`src/rtl/core/mbrtu_pkg.sv`:
```
// shared types and constants for the rtu slave frame engine
package mbrtu_pkg;

   localparam logic [15:0] CRC_SEED = 16'hFFFF;
   localparam logic [15:0] CRC_POLY = 16'hA001;
   localparam logic [7:0]  FC_READ_HOLDING = 8'd3;
   localparam logic [7:0]  FC_WRITE_SINGLE = 8'd6;
   localparam logic [7:0]  EXC_ILLEGAL_FUNCTION = 8'd1;
   localparam logic [7:0]  EXC_ILLEGAL_ADDRESS = 8'd2;
   localparam logic [7:0]  EXC_FLAG = 8'h80;
   localparam logic        CSR_OWN_ADDRESS = 1'b0;
   localparam logic        CSR_MAX_REPLY_LEN = 1'b1;

   // reply byte source selected by the controller
   typedef enum logic [2:0] {
      SRC_ADDR,
      SRC_FC,
      SRC_EXC,
      SRC_BCOUNT,
      SRC_HDR,
      SRC_REG,
      SRC_CRC_LO,
      SRC_CRC_HI
   } src_type;

   typedef struct packed {
      logic       rx_take;     // intake byte
      logic       clear;       // frame clear
      logic       crc_err_inc;
      logic       served_inc;
      logic       reg_write;
      logic       tx_crc_init;
      logic       tx_load;     // load output register and feed tx crc with non-crc bytes
      src_type    src;
      logic [7:0] exc_code;
      logic [2:0] hdr_idx;
      logic       reg_hi;
      logic       tx_last;
   } cmd_type;

   typedef struct packed {
      logic       short_frame;
      logic       crc_ok;
      logic       addr_ok;
      logic [7:0] fc;
      logic       read_bad;
      logic       write_bad;
      logic [7:0] count;
   } sts_type;

   function automatic logic [15:0] crc_feed(input logic [15:0] crc, input logic [7:0] b);
      logic [15:0] c;
      c = crc ^ {8'd0, b};
      for (int k = 0; k < 8; k++) begin
         c = c[0] ? ((c >> 1) ^ CRC_POLY) : (c >> 1);
      end
      return c;
   endfunction

endpackage

```
`src/rtl/core/mbrtu_stream_if.sv`:
```
// valid/ready channel carrying a packed payload
interface mbrtu_stream_if #(parameter int WIDTH = 9);
   logic             valid;
   logic             ready;
   logic [WIDTH-1:0] data;
   modport source (output valid, output data, input ready);
   modport sink (input valid, input data, output ready);
endinterface

```
`src/rtl/core/mbrtu_ram.sv`:
```
// generic simple dual port ram (one write port, one read port) with registered read
module mbrtu_ram #(
   parameter int WIDTH = 16,
   parameter int DEPTH = 32
) (
   input  logic                     clock,
   input  logic                     wr_en,
   input  logic [$clog2(DEPTH)-1:0] wr_addr,
   input  logic [WIDTH-1:0]         wr_data,
   input  logic [$clog2(DEPTH)-1:0] rd_addr,
   output logic [WIDTH-1:0]         rd_data
);
   logic [WIDTH-1:0] mem [DEPTH];
   always_ff @(posedge clock) begin
      if (wr_en) begin
         mem[wr_addr] <= wr_data;
      end
      rd_data <= mem[rd_addr];
   end
endmodule

```
`src/rtl/core/mbrtu_datapath.sv`:
```
// frame intake, crc, header, counters, register file and reply byte path
module mbrtu_datapath #(
   parameter int NUM_HOLDING_REGS = 32,
   parameter int MAX_REPLY_BYTES = 64
) (
   input  logic                  clock,
   input  logic                  reset,
   input  mbrtu_pkg::cmd_type    cmd,
   output mbrtu_pkg::sts_type    sts,
   input  logic [7:0]            rx_byte,
   input  logic [7:0]            own_address,
   input  logic [6:0]            max_reply_len,
   input  logic [6:0]            reg_idx,
   output logic [7:0]            tx_byte,
   output logic                  tx_last,
   output logic [15:0]           crc_err_cnt,
   output logic [15:0]           served_cnt,
   output logic                  clear_busy
);
   import mbrtu_pkg::*;
   localparam int AW = (NUM_HOLDING_REGS > 1) ? $clog2(NUM_HOLDING_REGS) : 1;

   logic [15:0] crc_ff, crc_in, txcrc_ff, txcrc_in;
   logic [7:0]  dly_ff [2];
   logic [7:0]  hdr_ff [6];
   logic [7:0]  pos_ff;
   logic [15:0] crc_err_ff, served_ff;
   logic [7:0]  tx_byte_ff, tx_byte_in;
   logic        tx_last_ff;
   logic [7:0]  reg_lo_ff;   // low byte of the word whose high byte just went out
   logic [AW:0] clr_ff;
   logic [15:0] rd_data;
   logic [AW-1:0] rd_addr, wr_addr;
   logic [15:0] start, count, waddr;
   logic [16:0] end_sum;
   logic [17:0] need;
   logic [6:0]  limit;

   assign start = {hdr_ff[2], hdr_ff[3]};
   assign count = {hdr_ff[4], hdr_ff[5]};
   assign waddr = start;
   assign end_sum = {1'b0, start} + {1'b0, count};
   assign need = {1'b0, count, 1'b0} + 18'd5;
   assign limit = (max_reply_len > 7'(MAX_REPLY_BYTES)) ? 7'(MAX_REPLY_BYTES) : max_reply_len;

   always_comb begin
      sts.short_frame = pos_ff < 8'd4;
      sts.crc_ok = {rx_byte, dly_ff[1]} == crc_in;
      sts.addr_ok = (hdr_ff[0] == own_address) || (hdr_ff[0] == 8'd0);
      sts.fc = hdr_ff[1];
      sts.read_bad = (end_sum > 17'(NUM_HOLDING_REGS)) || (need > {11'd0, limit});
      sts.write_bad = {16'd0, waddr} >= 32'(NUM_HOLDING_REGS);
      sts.count = count[7:0];
   end

   // the crc for the current frame end byte: feed the older delayed byte
   assign crc_in = (pos_ff >= 8'd2) ? crc_feed(crc_ff, dly_ff[0]) : crc_ff;

   assign rd_addr = AW'(start + {9'd0, reg_idx});
   assign wr_addr = clear_busy ? clr_ff[AW-1:0] : waddr[AW-1:0];
   assign clear_busy = (clr_ff != (AW+1)'(NUM_HOLDING_REGS));

   mbrtu_ram #(.WIDTH(16), .DEPTH(NUM_HOLDING_REGS)) u_regs (
      .clock   (clock),
      .wr_en   (cmd.reg_write || clear_busy),
      .wr_addr (wr_addr),
      .wr_data (clear_busy ? 16'd0 : count),
      .rd_addr (rd_addr),
      .rd_data (rd_data)
   );

   always_comb begin
      case (cmd.src)
         SRC_ADDR:   tx_byte_in = own_address;
         SRC_FC:     tx_byte_in = hdr_ff[1] | ((cmd.exc_code != 8'd0) ? EXC_FLAG : 8'd0);
         SRC_EXC:    tx_byte_in = cmd.exc_code;
         SRC_BCOUNT: tx_byte_in = {count[6:0], 1'b0};
         SRC_HDR:    tx_byte_in = hdr_ff[(cmd.hdr_idx > 3'd5) ? 3'd5 : cmd.hdr_idx];
         SRC_REG:    tx_byte_in = cmd.reg_hi ? rd_data[15:8] : reg_lo_ff;
         SRC_CRC_LO: tx_byte_in = txcrc_ff[7:0];
         SRC_CRC_HI: tx_byte_in = txcrc_ff[15:8];
         default:    tx_byte_in = 8'd0;
      endcase
   end
   assign txcrc_in = cmd.tx_crc_init ? CRC_SEED : crc_feed(txcrc_ff, tx_byte_in);

   always_ff @(posedge clock) begin
      if (reset) begin
         crc_ff <= CRC_SEED;
         dly_ff <= '{default: 8'd0};
         hdr_ff <= '{default: 8'd0};
         pos_ff <= 8'd0;
         crc_err_ff <= 16'd0;
         served_ff <= 16'd0;
         clr_ff <= '0;
         txcrc_ff <= CRC_SEED;
      end else begin
         if (clear_busy) begin
            clr_ff <= clr_ff + 1'b1;
         end
         if (cmd.clear) begin
            crc_ff <= CRC_SEED;
            dly_ff <= '{default: 8'd0};
            hdr_ff <= '{default: 8'd0};
            pos_ff <= 8'd0;
         end else if (cmd.rx_take) begin
            if (pos_ff < 8'd6) begin
               hdr_ff[pos_ff[2:0]] <= rx_byte;
            end
            crc_ff <= crc_in;
            dly_ff[0] <= dly_ff[1];
            dly_ff[1] <= rx_byte;
            if (pos_ff != 8'd255) begin
               pos_ff <= pos_ff + 8'd1;
            end
         end
         if (cmd.crc_err_inc) begin
            crc_err_ff <= crc_err_ff + 16'd1;
         end
         if (cmd.served_inc) begin
            served_ff <= served_ff + 16'd1;
         end
         // the crc bytes themselves are not fed
         if (cmd.tx_crc_init ||
             (cmd.tx_load && cmd.src != SRC_CRC_LO && cmd.src != SRC_CRC_HI)) begin
            txcrc_ff <= txcrc_in;
         end
      end
   end

   always_ff @(posedge clock) begin
      if (cmd.tx_load) begin
         tx_byte_ff <= tx_byte_in;
         tx_last_ff <= cmd.tx_last;
      end
      if (cmd.tx_load && cmd.src == SRC_REG && cmd.reg_hi) begin
         reg_lo_ff <= rd_data[7:0];
      end
   end

   assign tx_byte = tx_byte_ff;
   assign tx_last = tx_last_ff;
   assign crc_err_cnt = crc_err_ff;
   assign served_cnt = served_ff;
endmodule

```
`src/rtl/core/mbrtu_ctrl.sv`:
```
// controller: frame end decision and reply sequencing
module mbrtu_ctrl (
   input  logic               clock,
   input  logic               reset,
   input  logic               req_valid,
   input  logic               req_end,
   output logic               req_ready,
   output logic               rsp_valid,
   input  logic               rsp_ready,
   input  logic               clear_busy,
   input  mbrtu_pkg::sts_type sts,
   output mbrtu_pkg::cmd_type cmd,
   output logic [6:0]         reg_idx
);
   import mbrtu_pkg::*;

   typedef enum logic [2:0] {
      ST_RX, ST_DECIDE, ST_HEAD, ST_BODY, ST_CRC, ST_WAIT
   } state_type;

   typedef enum logic [1:0] {K_EXC, K_READ, K_ECHO} kind_type;

   state_type  state_ff;
   kind_type   kind_ff;
   logic [7:0] exc_ff;
   logic [7:0] step_ff;   // byte index within the reply body
   logic [7:0] nbody_ff;  // bytes before the crc
   logic       rsp_valid_ff;
   logic       slot_free;
   logic       crc_ok_ff;
   logic [6:0] reg_idx_ff;

   assign slot_free = !rsp_valid_ff || rsp_ready;
   assign rsp_valid = rsp_valid_ff;
   assign req_ready = (state_ff == ST_RX) && !clear_busy;
   assign reg_idx = reg_idx_ff;

   always_comb begin
      cmd = '0;
      cmd.src = SRC_ADDR;
      cmd.rx_take = req_valid && req_ready;
      case (state_ff)
         ST_HEAD, ST_BODY: begin
            cmd.tx_load = slot_free;
            cmd.exc_code = (kind_ff == K_EXC) ? exc_ff : 8'd0;
            if (kind_ff == K_ECHO) begin
               cmd.src = SRC_HDR;
               cmd.hdr_idx = step_ff[2:0];
            end else if (step_ff == 8'd0) begin
               cmd.src = SRC_ADDR;
            end else if (step_ff == 8'd1) begin
               cmd.src = SRC_FC;
            end else if (step_ff == 8'd2) begin
               cmd.src = (kind_ff == K_EXC) ? SRC_EXC : SRC_BCOUNT;
            end else begin
               // odd steps carry the high byte of a register
               cmd.src = SRC_REG;
               cmd.reg_hi = step_ff[0];
            end
         end
         ST_CRC: begin
            cmd.tx_load = slot_free;
            cmd.src = step_ff[0] ? SRC_CRC_HI : SRC_CRC_LO;
            cmd.tx_last = step_ff[0];
         end
         ST_DECIDE: begin
            cmd.tx_crc_init = 1'b1;
            // a dropped frame is cleared now, an answered one after its reply
            cmd.clear = sts.short_frame || !crc_ok_ff || !sts.addr_ok;
            if (sts.short_frame) begin
            end else if (!crc_ok_ff) begin
               cmd.crc_err_inc = 1'b1;
            end else if (sts.addr_ok) begin
               cmd.served_inc = 1'b1;
               cmd.reg_write = (sts.fc == FC_WRITE_SINGLE) && !sts.write_bad;
            end
         end
         ST_WAIT: begin
            cmd.clear = 1'b1;
         end
         default: ;
      endcase
   end

   always_ff @(posedge clock) begin
      if (reset) begin
         state_ff <= ST_RX;
         rsp_valid_ff <= 1'b0;
         kind_ff <= K_EXC;
         exc_ff <= 8'd0;
         step_ff <= 8'd0;
         nbody_ff <= 8'd0;
         crc_ok_ff <= 1'b0;
         reg_idx_ff <= 7'd0;
      end else begin
         rsp_valid_ff <= cmd.tx_load || (rsp_valid_ff && !rsp_ready);
         case (state_ff)
            ST_RX: begin
               if (cmd.rx_take && req_end) begin
                  crc_ok_ff <= sts.crc_ok;
                  state_ff <= ST_DECIDE;
               end
            end
            ST_DECIDE: begin
               step_ff <= 8'd0;
               reg_idx_ff <= 7'd0;
               if (sts.short_frame || !crc_ok_ff || !sts.addr_ok) begin
                  state_ff <= ST_RX;
               end else begin
                  state_ff <= ST_HEAD;
                  if (sts.fc == FC_READ_HOLDING && !sts.read_bad) begin
                     kind_ff <= K_READ;
                     exc_ff <= 8'd0;
                     nbody_ff <= 8'd3 + {sts.count[6:0], 1'b0};
                  end else if (sts.fc == FC_WRITE_SINGLE && !sts.write_bad) begin
                     kind_ff <= K_ECHO;
                     exc_ff <= 8'd0;
                     nbody_ff <= 8'd6;
                  end else begin
                     kind_ff <= K_EXC;
                     nbody_ff <= 8'd3;
                     exc_ff <= (sts.fc == FC_READ_HOLDING || sts.fc == FC_WRITE_SINGLE)
                        ? EXC_ILLEGAL_ADDRESS : EXC_ILLEGAL_FUNCTION;
                  end
               end
            end
            ST_HEAD, ST_BODY: begin
               if (slot_free) begin
                  if (step_ff >= 8'd3 && step_ff[0]) begin
                     reg_idx_ff <= reg_idx_ff + 7'd1;
                  end
                  if (step_ff + 8'd1 == nbody_ff) begin
                     state_ff <= ST_CRC;
                     step_ff <= 8'd0;
                  end else begin
                     state_ff <= ST_BODY;
                     step_ff <= step_ff + 8'd1;
                  end
               end
            end
            ST_CRC: begin
               if (slot_free) begin
                  step_ff <= step_ff + 8'd1;
                  if (step_ff[0]) begin
                     state_ff <= ST_WAIT;
                  end
               end
            end
            ST_WAIT: begin
               if (!rsp_valid_ff || rsp_ready) begin
                  state_ff <= ST_RX;
               end
            end
            default: state_ff <= ST_RX;
         endcase
      end
   end
endmodule

```
`src/rtl/core/modbus_rtu_slave_frame_engine_unit.sv`:
```
// top level of the rtu slave frame engine
//  channel | dir | payload                                          | handshake
//  req     | in  | rx_byte[7:0], frame_end                          | valid/ready
//  rsp     | out | tx_byte, reply_last, crc_error_total, served_tot | valid/ready
//  csr     | in  | index, 8-bit data                                | write enable
// one byte per cycle on intake while req_ready is high; a dropped frame still passes the decide state
// a reply keeps intake closed through the decide state, the output loads of its bytes, crc included,
// and the wait for its last transaction to be taken
// reset runs a clearing pass that writes zero to every entry of the register file
// register read data comes from the ram in the cycle after the address steps
// rsp stalls hold the reply sequencer; req_ready drops while a reply is out
module modbus_rtu_slave_frame_engine_unit #(
   parameter int NUM_HOLDING_REGS = 32,
   parameter int MAX_REPLY_BYTES = 64
) (
   input  logic       clock,
   input  logic       reset,
   mbrtu_stream_if.sink   req,
   mbrtu_stream_if.source rsp,
   input  logic       csr_write_en,
   input  logic       csr_index,
   input  logic [7:0] csr_write_data
);
   import mbrtu_pkg::*;

   logic [7:0]  own_address_ff;
   logic [6:0]  max_reply_len_ff;
   cmd_type     cmd;
   sts_type     sts;
   logic [6:0]  reg_idx;
   logic [7:0]  tx_byte;
   logic        tx_last;
   logic [15:0] crc_err_cnt, served_cnt;
   logic        clear_busy;

   // configuration registers
   always_ff @(posedge clock) begin
      if (reset) begin
         own_address_ff <= 8'd1;
         max_reply_len_ff <= 7'd64;
      end else if (csr_write_en) begin
         case (csr_index)
            CSR_OWN_ADDRESS:   own_address_ff <= csr_write_data;
            CSR_MAX_REPLY_LEN: max_reply_len_ff <= csr_write_data[6:0];
            default: ;
         endcase
      end
   end

   mbrtu_ctrl u_ctrl (
      .clock      (clock),
      .reset      (reset),
      .req_valid  (req.valid),
      .req_end    (req.data[8]),
      .req_ready  (req.ready),
      .rsp_valid  (rsp.valid),
      .rsp_ready  (rsp.ready),
      .clear_busy (clear_busy),
      .sts        (sts),
      .cmd        (cmd),
      .reg_idx    (reg_idx)
   );

   mbrtu_datapath #(
      .NUM_HOLDING_REGS (NUM_HOLDING_REGS),
      .MAX_REPLY_BYTES  (MAX_REPLY_BYTES)
   ) u_dp (
      .clock         (clock),
      .reset         (reset),
      .cmd           (cmd),
      .sts           (sts),
      .rx_byte       (req.data[7:0]),
      .own_address   (own_address_ff),
      .max_reply_len (max_reply_len_ff),
      .reg_idx       (reg_idx),
      .tx_byte       (tx_byte),
      .tx_last       (tx_last),
      .crc_err_cnt   (crc_err_cnt),
      .served_cnt    (served_cnt),
      .clear_busy    (clear_busy)
   );

   // payload: {served_total, crc_error_total, reply_last, tx_byte}
   assign rsp.data = {served_cnt, crc_err_cnt, tx_last, tx_byte};
endmodule

```
`src/flat_wrapper.sv`:
```
// flat-port wrapper written by rule: the top's interface ports become plain ports
module modbus_rtu_slave_frame_engine_unit_flat import mbrtu_pkg::*;
#(
   parameter int NUM_HOLDING_REGS = 32,
   parameter int MAX_REPLY_BYTES = 64
)
  (clock, reset, csr_write_en, csr_index, csr_write_data, req_valid, req_data, req_ready, rsp_valid, rsp_data, rsp_ready);
  mbrtu_stream_if #(.WIDTH(9)) req_i ();
  mbrtu_stream_if #(.WIDTH(41)) rsp_i ();
  input  logic clock;
  input  logic reset;
  input  logic csr_write_en;
  input  logic csr_index;
  input  logic [7:0] csr_write_data;
  input wire logic [$bits(req_i.valid)-1:0] req_valid;
  input wire logic [$bits(req_i.data)-1:0] req_data;
  output wire logic [$bits(req_i.ready)-1:0] req_ready;
  output wire logic [$bits(rsp_i.valid)-1:0] rsp_valid;
  output wire logic [$bits(rsp_i.data)-1:0] rsp_data;
  input wire logic [$bits(rsp_i.ready)-1:0] rsp_ready;
  assign req_i.valid = req_valid;
  assign req_i.data = req_data;
  assign req_ready = req_i.ready;
  assign rsp_valid = rsp_i.valid;
  assign rsp_data = rsp_i.data;
  assign rsp_i.ready = rsp_ready;
  modbus_rtu_slave_frame_engine_unit #(.NUM_HOLDING_REGS(NUM_HOLDING_REGS), .MAX_REPLY_BYTES(MAX_REPLY_BYTES)) u_core (.clock(clock), .reset(reset), .req(req_i), .rsp(rsp_i), .csr_write_en(csr_write_en), .csr_index(csr_index), .csr_write_data(csr_write_data));
endmodule
```
`config.mk`:
```
export PLATFORM = sky130hd
export DESIGN_NAME = modbus_rtu_slave_frame_engine_unit_flat
export DESIGN_NICKNAME = d
export VERILOG_FILES = /design/src/rtl/core/mbrtu_pkg.sv /design/src/rtl/core/mbrtu_stream_if.sv /design/src/rtl/core/mbrtu_ram.sv /design/src/rtl/core/mbrtu_datapath.sv /design/src/rtl/core/mbrtu_ctrl.sv /design/src/rtl/core/modbus_rtu_slave_frame_engine_unit.sv /design/src/flat_wrapper.sv
export SDC_FILE = /design/constraint.sdc
export NUM_CORES = 1
export LEC_CHECK = 0
export BUFFER_PORTS_ARGS = -buffer_cell sky130_fd_sc_hd__clkbuf_2
export CAP_MARGIN = 20
export CELL_PAD_IN_SITES_DETAIL_PLACEMENT = 2
export CELL_PAD_IN_SITES_GLOBAL_PLACEMENT = 2
export CORE_ASPECT_RATIO = 0.9
export CORE_MARGIN = 3
export CORE_UTILIZATION = 41
export DETAILED_ROUTE_END_ITERATION = 8
export PLACE_DENSITY_LB_ADDON = 0.1
export REMOVE_ABC_BUFFERS = 1
export SKIP_LAST_GASP = 1
export SLEW_MARGIN = 10
export SYNTH_ARGS = -nofsm -noshare
export SYNTH_HDL_FRONTEND = slang
export SYNTH_SLANG_ARGS = --single-unit
```
`constraint.sdc`:
```
create_clock -name clock -period 4.1 [get_ports clock]
set_input_delay 0.615 -clock clock [delete_from_list [all_inputs] [get_ports clock]]
set_output_delay 0.615 -clock clock [all_outputs]
set_load 0.01 [all_outputs]
```
[After elaboration in Yosys (flattened, before gate mapping)]
Memory sizes are Yosys's and may differ from the RTL's. A register that Yosys moved wholly into a read port is not among the register bits.
Cells that the tools add are included.
W data, S select, Z words.
Word-level totals
  register bits: 212
  bits in writable memories: 512
  input bits: 23
  output and inout port bits: 43
  word-level logic and storage cells: 225
  memories: 1
Cells by class
  add/subtract/negate cells: 10
  $lt $le $gt $ge: 12
  equality and inequality tests: 30
  multiplexer cells: 75
  bitwise gates (word level): 23
  reduce and logical (&&, ||, !) cells: 47
Memory list
  u_core.u_dp.u_regs.mem: words 32, width 16, rd ports 1, clocked after Yosys merged registers in 1, write ports 1, line mbrtu_ram.sv:13  | logic [WIDTH-1:0] mem [DEPTH];
Operator list (count)
  $mux W16: 19
  $mux W8: 10
  $pmux W8 S8: 1
  $bwmux W48: 1
  $not A2 Y3: 16
  $mux W3: 14
  $add A16 B1 Y16 const B: 2
  $xor A16 B8 Y16: 2
  $bmux W8 S3: 1
  $demux W8 S3: 1
  $pmux W8 S3: 1
  $mux W7: 3
  $add A17 B3 Y18 const B: 1
  $eq A3 B3 Y1 const B: 6
  $gt A18 B7 Y1: 1
  $add A16 B16 Y17: 1
  $gt A17 B6 Y1 const B: 1
  $add A8 B1 Y8 const B: 2
  $eq A16 B16 Y1: 1
  $eq A8 B2 Y1 const B: 2
  $eq A8 B8 Y1: 2
  $ge A16 B6 Y1 const B: 1
  $ge A8 B2 Y1 const B: 2
  $logic_not A8 Y1: 2
  other kinds (43): 104

[Longest topological paths before layout]
  depth after elaboration: 31
  depth in mapped cells: 15
  mapped depth without buffers: 14

[By module]
A second synthesis with hierarchy kept.
Second synthesis, totals
  cells, all modules: 2470
  area total of the unflattened synthesis: 32357.3 um2
Modules (own cells, without submodules)
  mbrtu_ram: times used 1, cells each 1143, area each 20535.9 um2, seq. area each 15695.1 um2
  mbrtu_datapath: times used 1, cells each 1003, area each 9064.9 um2, seq. area each 3353.2 um2
  mbrtu_ctrl: times used 1, cells each 262, area each 2117.0 um2, seq. area each 640.6 um2
  modbus_rtu_slave_frame_engine_unit: times used 1, cells each 62, area each 639.4 um2, seq. area each 300.3 um2

[Worst setup path after synthesis]
No wires, ideal clock.
  path type: flip-flop to flip-flop
  start point: reg u_core.u_ctrl.step_ff[1]
  end point: reg u_core.u_dp.txcrc_ff[0]
  setup time: 74 ps
  arrival: 4002 ps
  data required time: 4026 ps
  setup slack: 25 ps
  stages on the path, launching flop included: 16
  buffers on the path: 2
  clock period less this slack: 4075 ps
  path through: dfxtp_1 clkbuf_1 buf_1 inv_1 ha_1 nor3_1 o31ai_4 nor2_4 mux2_4 a211oi_2 o21ai_2 xnor2_4 xnor2_1 xnor3_2 xnor3_1 o211ai_2
Between the ends
  word-level cells in the longest chain between the ends: 20
  elaborated cells between the ends (all ways): 52
  those cells by class: order compare: 1; eq/ne: 11; mux: 26; bitwise: 9; reduce/logical: 5
RTL lines
  from (decl): line mbrtu_ctrl.sv:26  | logic [7:0] step_ff;
  from (signal assigned): line mbrtu_ctrl.sv:137  | step_ff <= step_ff + 8'd1;
  from (signal assigned): line mbrtu_ctrl.sv:143  | step_ff <= step_ff + 8'd1;
  $mux W3: line mbrtu_ctrl.sv:46  | if (kind_ff == K_ECHO) begin
  $mux W12: line mbrtu_ctrl.sv:42  | case (state_ff)
  $gt A3 B3 Y1: line mbrtu_datapath.sv:78  | SRC_HDR: tx_byte_in = hdr_ff[(cmd.hdr_idx > 3'd5) ? 3'd5 : cmd.hdr_idx];
  $mux W3: line mbrtu_datapath.sv:78
  $not A3 Y4: line mbrtu_datapath.sv:78
  $bmux W8 S3: line mbrtu_datapath.sv:78
  $mux W8 (2 in series): line mbrtu_datapath.sv:78
  $pmux W8 S8 *: line mbrtu_datapath.sv:73  | case (cmd.src)
  net u_core.u_dp.tx_byte_in[2]: line mbrtu_datapath.sv:28  | logic [7:0] tx_byte_ff, tx_byte_in;
  $xor A16 B8 Y16 *: line mbrtu_pkg.sv:53  | c = crc ^ {8'd0, b};
  $mux W16 *: line mbrtu_pkg.sv:55  | c = c[0] ? ((c >> 1) ^ CRC_POLY) : (c >> 1);
  $not A2 Y3 (no line)
  $mux W16 * (7 in series): line mbrtu_pkg.sv:55
  $mux W16 *: line mbrtu_datapath.sv:85  | assign txcrc_in = cmd.tx_crc_init ? CRC_SEED : crc_feed(txcrc_ff, tx_byte_in);
  to (signal assigned): line mbrtu_datapath.sv:126  | txcrc_ff <= txcrc_in;
  to (decl): line mbrtu_datapath.sv:23  | logic [15:0] crc_ff, crc_in, txcrc_ff, txcrc_in;
The timed path passes the listed nets; every way through them passes the cells marked *. The select of a mux whose other input is x is not followed.
A chain may end at the register's enable or synchronous reset.

[Worst setup path after layout]
  start point: reg u_core.u_ctrl.step_ff[0]
  end point: reg u_core.u_dp.txcrc_ff[0]
Same word-level chain as after synthesis.

==> PnR_summary.wiki <==
{| class="wikitable"
! Metric !! Value
|-
| Total global routing overflow || 0
|-
| Area of all placed cells without fillers || between 30,000 and 40,000 um^2
|-
| Final worst-path setup slack || about 200 ps
|-
| Clock tree from TritonCTS || done
|-
| Cell family with the largest share of critical-path delay || XOR/XNOR gates
|-
| Multi-input combinational cell area || 11,000 um^2
|-
| Clock transition at the register clock pins on the worst setup and hold paths after CTS || approximately 60 ps
|-
| Sinks on the clock net || approximately 730
|-
| Cell leakage power || around 11 nW
|-
| Number of global-route vias before repair || between 20,000 and 25,000
|-
| Post-CTS Hold Fix Bufs || 0
|-
| GR met1 Demand/Resource || around a third
|-
| Distinct cell type count after synthesis || 90
|-
| Fraction of registers with async set or reset after synthesis || 0%
|-
| Post-synth EDFFs || ~530
|-
| Arrival time of data at the critical path endpoint || between 4000 and 5000 ps
|-
| Final cell utilization of the core || between 40% and 50%
|-
| CP max FO || 9
|-
| Die Wd || just under 300 um
|-
| Worst-path cell with the longest stage delay || sky130_fd_sc_hd__xnor3_2
|-
| Number of design-rule violations left by the first detailed-router iteration || 1,470
|-
| Total number of nets in the final design || between 2,000 and 2,500
|-
| Cell count after synthesis || 2,185
|-
| Final setup violating endpoints || 0
|-
| Sequential element share of the synthesized area || 63.7%
|-
| Core Area || 75,100 um^2
|-
| Synth Cell Area || roughly 31,000 um^2
|-
| Number of placement rows || 95
|-
| Number of maximum-capacitance violations || 0
|-
| Per-instance average area after synthesis || ~14 um^2
|-
| Min-Delay Path Class || primary input to flip-flop
|-
| Worst endpoint required time || between 4000 and 5000 ps
|-
| Total count of max-transition violations in the final report || 0
|-
| Max clock buf depth || 3
|-
| First drt pass iteration count || 5
|-
| Number of ports placed on the die boundary || 66
|-
| Layer with the highest usage || met2
|-
| Main area contributors after synthesis || sky130_fd_sc_hd__edfxtp_1, sky130_fd_sc_hd__dfxtp_1, sky130_fd_sc_hd__mux4_2, sky130_fd_sc_hd__nand2_1, sky130_fd_sc_hd__nor2_1
|-
| Growth of design area from synthesis to finish || 15.4%
|-
| Share of final-layout standard cells stronger than drive strength 1 || between 20 and 25%
|-
| Final weighted congestion of routability-driven global placement || 0.873
|-
| Vertical die dimension || 268 um
|-
| Chain of cells forming the critical path || inv_1, ha_1, nor3_1, buf_4, o31ai_4, nor2_4, mux2_4, a211oi_2, o21ai_2, xnor2_4, xnor2_1, xnor3_2, xnor3_1, o211ai_2
|-
| Dominant cell by count in the synthesized netlist || sky130_fd_sc_hd__edfxtp_1
|-
| Total power after layout || ~17 mW
|-
| Antenna Violating Nets Remaining || 0
|-
| Initial antenna violation count || 3
|-
| WS Path Type || flip-flop to flip-flop
|-
| Ratio of routed vias to standard cells || 5.77
|-
| Run status || complete, no violations
|-
| Post-synth top flop || sky130_fd_sc_hd__edfxtp_1
|-
| Post-route DRC || 0
|-
| Yosys top cell area share || roughly half
|-
| Clock root cell || sky130_fd_sc_hd__clkbuf_16
|-
| Final Hold Fails || 0
|-
| Mean routed wirelength per cell || ~29 um
|-
| Clock Skews || ~40 ps
|-
| Min Clock Period, post-route || between 3000 and 4000 ps
|-
| Postcts setup bufs || 0
|-
| Max VDD drop || between 0.3 and 0.4 mV
|-
| Total track usage || ~25%
|-
| Wire length of the first global-routing pass || around 150,000 um
|-
| Area of the die || ~80,000 um^2
|-
| Count of state elements after synthesis || ~730
|-
| Max transition margin || between 30% and 40%
|-
| Power per standard cell area || approximately 460 nW/um^2
|-
| Post-place setup slack || 248 ps
|-
| Placed instance area || 33,500 um^2
|-
| Filler cell count in the final layout || between 7,000 and 8,000
|-
| Maximum operating frequency || 257 MHz
|-
| Clock H-tree levels || 3
|-
| Wire length after detailed routing || approximately 100,000 um
|-
| Via total after detailed routing || ~20,000
|-
| Most frequent cells after synthesis || sky130_fd_sc_hd__edfxtp_1, sky130_fd_sc_hd__nand2_1, sky130_fd_sc_hd__dfxtp_1
|-
| Buffers & Inverters on Critical Path || 2
|-
| Pin count of the biggest net entering global routing || between 60 and 70
|-
| Starting density of the core || a little over two fifths
|-
| CTS buffer count || 78
|-
| Final Cycle Share || 95.0%
|-
| GR Util met2 || 43.6%
|-
| Critical Path End Type || flip-flop
|-
| GR Layer Usage met3 || under 10%
|-
| Clk_lat worst skew || about 650 ps
|-
| Setup repair after global routing missed its margin || no
|-
| Port-buffer cells || 65
|-
| Combined flip-flop and latch cell area || around 20,000 um^2
|-
| Kind of start point of the critical path || flip-flop
|-
| Slew at the pin closest to its max-slew limit || 915 ps
|-
| Ys Warns || 0
|-
| Slowest cell delay on critical path || 510 ps
|-
| Top cell type by total area after synthesis || sky130_fd_sc_hd__edfxtp_1
|-
| HPWL after detailed placement || around 67,000 um
|}
==> through the flow <==
| stage | TNS (ps) | std cells | hold WS (ps) |
|---|---|---|---|
| 2_1_floorplan | -41950 | 2071 | 386 |
| 3_3_place_gp | 0 | 3270 | 390 |
| 3_5_place_dp | 0 | 3270 | 396 |
| 4_1_cts | 0 | 3414 | 181 |
| 5_1_grt | 0 | 3416 | 207 |
| 6_report | 0 | 3417 | 217 |
==> power breakdown <==
group	switching, mW	internal, mW	leakage (nW)
registers	0.115	8.00	5.65
logic	0.920	0.620	4.44
clock network	3.10	4.02	1.25
==> area by class of cell <==
type	instances	area share, %
diodes	1	0.00692
clock buffers	96	5.73
clock inverters	48	1.37
inverters	25	0.260
multi-input cells	1314	30.4
flip-flops and latches	732	55.2
well taps	1018	3.52
repair buffers	183	3.51
==> worst paths after layout <==
| check | start | to | slack (ps) | depth (start not counted) |
|---|---|---|---|---|
| worst max-delay path | u_core.u_ctrl.step_ff[0] | u_core.u_dp.txcrc_ff[0] | 200 | 14 |
| worst min-delay path | csr_write_data[7] | u_core.own_address_ff[7] | 220 | 3 |
| worst max register to register | u_core.u_ctrl.step_ff[0] | u_core.u_dp.txcrc_ff[0] | 200 | 14 |
| worst min register to register | u_core.u_dp.u_regs.rd_data[6] | u_core.u_dp.reg_lo_ff[6] | 410 | 0 |
==> flip-flops by register name (all words and copies together), names as in the netlist, 16 cells and up <==
name                        flops
u_core.u_dp.crc_err_cnt        16
u_core.u_dp.crc_ff             16
u_core.u_dp.dly_ff             16
u_core.u_dp.hdr_ff             24
u_core.u_dp.served_cnt         16
u_core.u_dp.sts                16
u_core.u_dp.txcrc_ff           16
u_core.u_dp.u_regs.mem        512
u_core.u_dp.u_regs.rd_data     16
==> logic make-up after synthesis <==
| kind of cell | after synthesis | share of synthesized area (%) |
|---|---|---|
| DFF | 732 | 63.7 |
| and+or+nand+nor | 642 | 9.44 |
| AOI/OAI and AO/OA | 262 | 5.41 |
| muxes | 230 | 14.0 |
| xor gates and xnor gates | 140 | 4.16 |
| buffers and inverters | 139 | 1.69 |
| adders and majority gates | 40 | 1.65 |
==> timing repair <==
item | CTS | global route
gates resized for setup | 0 | 2
endpoints found under the hold margin | 0 | 0
setup endpoints to repair | 0 | 1
==> per-layer routing <==
metal  vias to the layer above  wire length, um
li1                       8579                -
met1                     10476            43100
met2                       535            50000
met3                       143             4480
met4                         0             2790
met5                         -                0
==> layout by cell type, fill, tap and decap left out, types with 7 or more instances in the layout <==
cell                        instances
sky130_fd_sc_hd__a21o_1             8
sky130_fd_sc_hd__a21oi_1          111
sky130_fd_sc_hd__a221o_1            7
sky130_fd_sc_hd__a31oi_1            9
sky130_fd_sc_hd__and2_1            17
sky130_fd_sc_hd__and3_1            16
sky130_fd_sc_hd__buf_4            112
sky130_fd_sc_hd__clkbuf_1          14
sky130_fd_sc_hd__clkbuf_16         79
sky130_fd_sc_hd__clkbuf_2          64
sky130_fd_sc_hd__clkinv_1          16
sky130_fd_sc_hd__clkinv_2          17
sky130_fd_sc_hd__dfxtp_1          203
sky130_fd_sc_hd__edfxtp_1         529
sky130_fd_sc_hd__ha_1              37
sky130_fd_sc_hd__inv_1             25
sky130_fd_sc_hd__mux2_2            19
sky130_fd_sc_hd__mux2i_1           47
sky130_fd_sc_hd__mux4_2           163
sky130_fd_sc_hd__nand2_1          227
sky130_fd_sc_hd__nand2b_1          11
sky130_fd_sc_hd__nand3_1           59
sky130_fd_sc_hd__nand4_1           25
sky130_fd_sc_hd__nor2_1           153
sky130_fd_sc_hd__nor2_2            32
sky130_fd_sc_hd__nor2b_1           15
sky130_fd_sc_hd__nor3_1            26
sky130_fd_sc_hd__nor4_1            16
sky130_fd_sc_hd__o211ai_1          21
sky130_fd_sc_hd__o21ai_0           41
sky130_fd_sc_hd__or3_1             10
sky130_fd_sc_hd__xnor2_1           71
sky130_fd_sc_hd__xor2_1            59
==> worst register-to-register path: stages (launching register included) <==
cell and delay, ps:
sky130_fd_sc_hd__dfxtp_1 320, sky130_fd_sc_hd__inv_1 230, sky130_fd_sc_hd__ha_1 340, sky130_fd_sc_hd__nor3_1 100
sky130_fd_sc_hd__buf_4 170, sky130_fd_sc_hd__o31ai_4 390, sky130_fd_sc_hd__nor2_4 140, sky130_fd_sc_hd__mux2_4 330
sky130_fd_sc_hd__a211oi_2 260, sky130_fd_sc_hd__o21ai_2 150, sky130_fd_sc_hd__xnor2_4 160, sky130_fd_sc_hd__xnor2_1 190
sky130_fd_sc_hd__xnor3_2 510, sky130_fd_sc_hd__xnor3_1 400, sky130_fd_sc_hd__o211ai_2 140
No activity file was read; power rests on OpenSTA's default activity.
